## config.mk

```make
export PLATFORM = sky130hd
export DESIGN_NAME = paci_ctrl
export DESIGN_NICKNAME = d
export VERILOG_FILES = /design/src/rtl/paci_pkg.sv /design/src/rtl/paci_ctrl.sv
export SDC_FILE = /design/constraint.sdc
export NUM_CORES = 1
export LEC_CHECK = 0
export ABC_AREA = 1
export BUFFER_PORTS_ARGS = -buffer_cell sky130_fd_sc_hd__buf_4
export CORE_MARGIN = 5
export CORE_UTILIZATION = 40
export CTS_CLUSTER_SIZE = 28
export DETAILED_ROUTE_END_ITERATION = 10
export PLACE_DENSITY = 0.73
export RECOVER_POWER = 25
export SLEW_MARGIN = 20
export SYNTH_ARGS = -nofsm -noshare
export SYNTH_HDL_FRONTEND = slang
export SYNTH_SLANG_ARGS = --single-unit
```

## constraint.sdc

```tcl
create_clock -name clk -period 1.48 [get_ports clk]
set_clock_uncertainty 0.2 [all_clocks]
set_input_delay 0.37 -clock clk [delete_from_list [all_inputs] [get_ports clk]]
set_output_delay 0.37 -clock clk [all_outputs]
set_load 0.01 [all_outputs]
```

## src/rtl/paci_pkg.sv

```systemverilog
`timescale 1ns / 1ps
package paci_pkg;

	// fixed field widths
	localparam int COORD_W = 12;
	localparam int MASS_W  = 12;
	localparam int AREA_W  = 31;
	localparam int MOI_W   = 34;
	localparam int CROSS_W = 32;
	localparam int WSUM_W  = 45;
	localparam int DOT_W   = 58;

	// divider sizes: numerator covers mass * dot sum, divisor six times cross sum
	localparam int NUM_W   = 70;
	localparam int DEN_W   = 35;
	localparam int DCNT_W  = 7;

	// divider operand selection
	localparam logic [1:0] DSEL_X = 2'd0;
	localparam logic [1:0] DSEL_Y = 2'd1;
	localparam logic [1:0] DSEL_I = 2'd2;

	typedef struct packed {
		logic       load_vertex;
		logic       close_sel;
		logic       e1;
		logic       e2;
		logic       e3;
		logic       e4;
		logic       e5;
		logic       div_start;
		logic [1:0] div_sel;
		logic       cap_x;
		logic       cap_y;
		logic       mm1;
		logic       mm2;
		logic       cap_i;
		logic       load_out;
	} cmd_t;

	typedef struct packed {
		logic have_vertex;
		logic cross_zero;
		logic div_done;
		logic out_free;
	} stat_t;

endpackage

```

## src/rtl/paci_ctrl.sv

```systemverilog
`timescale 1ns / 1ps
module paci_ctrl (
	input  logic             clk,
	input  logic             arst_n,
	input  logic             in_valid,
	input  logic             in_last,
	output logic             in_ready,
	input  paci_pkg::stat_t  stat,
	output paci_pkg::cmd_t   cmd
);
	import paci_pkg::*;

	localparam logic [3:0] S_IDLE = 4'd0;
	localparam logic [3:0] S_E1   = 4'd1;
	localparam logic [3:0] S_E2   = 4'd2;
	localparam logic [3:0] S_E3   = 4'd3;
	localparam logic [3:0] S_E4   = 4'd4;
	localparam logic [3:0] S_E5   = 4'd5;
	localparam logic [3:0] S_FIN  = 4'd6;
	localparam logic [3:0] S_DXS  = 4'd7;
	localparam logic [3:0] S_DXW  = 4'd8;
	localparam logic [3:0] S_DYS  = 4'd9;
	localparam logic [3:0] S_DYW  = 4'd10;
	localparam logic [3:0] S_MM1  = 4'd11;
	localparam logic [3:0] S_MM2  = 4'd12;
	localparam logic [3:0] S_DIS  = 4'd13;
	localparam logic [3:0] S_DIW  = 4'd14;
	localparam logic [3:0] S_OUT  = 4'd15;

	logic [3:0] state_q, state_nx;
	logic last_q, close_q;
	logic accept;

	assign in_ready = (state_q == S_IDLE);
	assign accept   = in_valid && in_ready;

	// next state and commands
	always_comb begin
		state_nx      = state_q;
		cmd           = '0;
		cmd.close_sel = close_q;
		cmd.div_sel   = DSEL_I;
		case (state_q)
			S_IDLE: begin
				cmd.load_vertex = accept;
				if (accept && (stat.have_vertex || in_last)) begin
					state_nx = S_E1;
				end
			end
			S_E1: begin
				cmd.e1   = 1'b1;
				state_nx = S_E2;
			end
			S_E2: begin
				cmd.e2   = 1'b1;
				state_nx = S_E3;
			end
			S_E3: begin
				cmd.e3   = 1'b1;
				state_nx = S_E4;
			end
			S_E4: begin
				cmd.e4   = 1'b1;
				state_nx = S_E5;
			end
			S_E5: begin
				cmd.e5 = 1'b1;
				if (close_q) begin
					state_nx = S_FIN;
				end else if (last_q) begin
					state_nx = S_E1;
				end else begin
					state_nx = S_IDLE;
				end
			end
			S_FIN: begin
				state_nx = stat.cross_zero ? S_OUT : S_DXS;
			end
			S_DXS: begin
				cmd.div_start = 1'b1;
				cmd.div_sel   = DSEL_X;
				state_nx      = S_DXW;
			end
			S_DXW: begin
				cmd.cap_x = stat.div_done;
				if (stat.div_done) begin
					state_nx = S_DYS;
				end
			end
			S_DYS: begin
				cmd.div_start = 1'b1;
				cmd.div_sel   = DSEL_Y;
				state_nx      = S_DYW;
			end
			S_DYW: begin
				cmd.cap_y = stat.div_done;
				if (stat.div_done) begin
					state_nx = S_MM1;
				end
			end
			S_MM1: begin
				cmd.mm1  = 1'b1;
				state_nx = S_MM2;
			end
			S_MM2: begin
				cmd.mm2  = 1'b1;
				state_nx = S_DIS;
			end
			S_DIS: begin
				cmd.div_start = 1'b1;
				state_nx      = S_DIW;
			end
			S_DIW: begin
				cmd.cap_i = stat.div_done;
				if (stat.div_done) begin
					state_nx = S_OUT;
				end
			end
			S_OUT: begin
				cmd.load_out = stat.out_free;
				if (stat.out_free) begin
					state_nx = S_IDLE;
				end
			end
			default: begin
				state_nx = S_IDLE;
			end
		endcase
	end

	always_ff @(posedge clk or negedge arst_n) begin
		if (!arst_n) begin
			state_q <= S_IDLE;
			last_q  <= 1'b0;
			close_q <= 1'b0;
		end else begin
			state_q <= state_nx;
			if (accept) begin
				last_q  <= in_last;
				close_q <= in_last && !stat.have_vertex;
			end else if (state_q == S_E5 && !close_q && last_q) begin
				close_q <= 1'b1;
			end
		end
	end

	// the closing edge runs only for a polygon marked last
	a_close_needs_last: assert property (@(posedge clk) disable iff (!arst_n)
		(state_q == S_E1 && close_q) |-> last_q)
		else $error("closing edge without last vertex");

	// the divider is started only from the start states
	a_div_start: assert property (@(posedge clk) disable iff (!arst_n)
		cmd.div_start |-> (state_q == S_DXS || state_q == S_DYS || state_q == S_DIS))
		else $error("divider start outside a start state");

	// a result is loaded only into a free output register, then control idles
	a_load_out: assert property (@(posedge clk) disable iff (!arst_n)
		cmd.load_out |-> (stat.out_free ##1 state_q == S_IDLE))
		else $error("result load into busy output register");

	// no vertex is taken while a polygon is being finished
	a_no_accept_busy: assert property (@(posedge clk) disable iff (!arst_n)
		(state_q == S_FIN) |=> !in_ready || (state_q == S_IDLE))
		else $error("vertex accepted during final computation");

endmodule

```

==> results_dict.tcl <==
set metrics [dict create \
    failed_checks "negative setup slack" \
    period_needed_ps 1840 \
    clkLatencyLatePin_ps 240 \
    p_leak_nw 0.548 \
    antenna_found_initial 0 \
    cp-end-kind "primary output" \
    final_util_pct 79.2 \
    period_share_pct 125 \
    cts_sinks 6 \
    dr.pass1.iters 4 \
    hold_viol 0 \
    grt_start_max_net_pins 9 \
    netlist_instances 95 \
    syn_area_um2 541 \
    cts_tree "yes" \
    ys_types 17 \
    synth_area_per_cell_um2 5.69 \
    n_antenna_cell 0 \
    fin_ws_ps -364 \
    viasPerCell 5.18 \
    drt_iter0_markers 25 \
    required_ps 910 \
    crit_type "reg2out" \
    core_area_mm2 0.00128 \
    numPortBuffers 24 \
    yosys_warnings 0 \
    synth-seq-cells 6 \
    die_y_um 46.8 \
    clkTransAtPathRegs_ps 50 \
    track_usage_pct 19.6 \
    drtAntennaViolNets 0 \
    start_kind "flip-flop" \
    die_w_um 46.8 \
    cts_max_path_buffers 2 \
    max-cap-violations 0 \
    slew_violations 0 \
    grt_pass1_wl_mm 3.12 \
    place.gp.congestion 0.920 \
    area.growth.synth_to_final_pct 88.2 \
    worstMarginPinSlew_ps 330 \
    mostFrequentLayoutCells "buf_4, nand2_1, nor2_1" \
    grt_overflow 0 \
    p_per_area_mw_per_mm2 2100 \
    routed_wl_mm 2.14 \
    arrival_ps 1270 \
    num_vias 788 \
    outcome "complete, but fails checks" \
    setup_viol 20 \
    dp_hpwl_mm 1.25 \
    drive_above_1_share_pct 61.3 \
    seq_area_frac_synth_pct 27.8 \
    peakVddDrop_uv 1240 \
    fmax_mhz 542 \
    synth.net_count 103 \
    slew_headroom_pct 78.0 \
    h-tree-depth 1 \
    clockRootBuffer "clkbuf_4" \
    dieArea_mm2 0.00219 \
    routedWlPerCell_um 14.1 \
    rsz0062_at_grt "true" \
    ios 25 \
    power_w 0.00214 \
    fp-row-count 13 \
    crit_fanout 5 \
    fin_nets 147 \
    numCtsBuffers 3 \
    hold_class "in2reg" \
    grt_pass1_vias 719 \
    start_util_pct 42.1 \
    final_common_cell "buf_4" \
    drc 0 \
]
[timing repair]
item,in CTS,in global routing
gates resized for setup,27,22
hold buffers,1,0
hold endpoints to repair,6,0
setup buffers,5,2
pin swaps,11,7
setup endpoints to repair,21,21
[critical path: stages (launching register included)]
cell,delay [ps]
dfrtp_2,460
inv_4,70
nor2_4,150
nand2_2,90
nor2_2,110
buf_4,130
[flip-flops by register name (all words and copies together) (netlist names)]
name and count:
state_q 4, close_q 1, last_q 1
[logic make-up after synthesis]
group	count (synthesis)	synth area share (%)
AND/OR/NAND/NOR	58	46.1
AO/OA/AOI/OAI	11	10.9
buffers and inverters	20	15.3
flip-flops	6	27.8
[layout make-up]
cell class | instances | area, um2
clock buffer | 3 | 22.5
fill | 81 | 268
inverter | 18 | 72.6
multi-input combinational | 69 | 423
sequential | 6 | 155
tap | 15 | 18.8
timing repair buffer | 41 | 325
[synth_stat cells (all sizes together)]
library cell / number / area (um2)
nand2: 26 / 105
nor2: 25 / 104
inv: 17 / 63.8
o21ai: 7 / 35.0
dfrtp: 6 / 150
nand3: 6 / 35.0
a21oi: 2 / 10.0
buf: 2 / 15.0
clkinv: 1 / 3.75
nor3: 1 / 5.00
o211ai: 1 / 7.51
o22ai: 1 / 6.26
[final timing paths]
path                            start    endpoint  slack [ps]  cells after the start
hold / removal                stat[3]     close_q         120                      2
setup / recovery           state_q[3]      cmd[5]        -360                      5
hold reg to reg                last_q      last_q         370                      2
min in group asynchronous      arst_n  state_q[1]         340                      2
max in group asynchronous      arst_n  state_q[0]         470                      2
setup reg to reg           state_q[3]  state_q[1]        -120                      8
[per-layer routing]
layer  routed length, um  global-route usage (%)  vias up  share of wire [%]
li1                    -                       -      374                  -
met1                 792                    20.8      372                 37
met2                1190                    38.2       33                 56
met3                  97                    4.21        9                4.5
met4                  58                    5.52        0                2.7
met5                   0                       0        -                  0
[stage by stage]
| step | hold WS, ps | instance area [um2] | setup slack (ps) | cells | setup TNS, ps |
|---|---|---|---|---|---|
| 2_1_floorplan | -126 | 546 | -27.7 | 95 | -27.7 |
| 3_3_place_gp | -22.2 | 805 | -128 | 142 | -575 |
| 3_5_place_dp | -19.1 | 805 | -146 | 142 | -865 |
| 4_1_cts | 111 | 943 | -310 | 151 | -4100 |
| 5_1_grt | 102 | 1020 | -408 | 152 | -6220 |
| 6_report | 117 | 1020 | -364 | 152 | -5230 |
[where the power goes]
group / internal, W / switching [W]
logic: 0.000704 / 0.000842
clock network: 0.0000915 / 0.0000557
registers: 0.000257 / 0.000189
(Power assumes the default switching activity.)
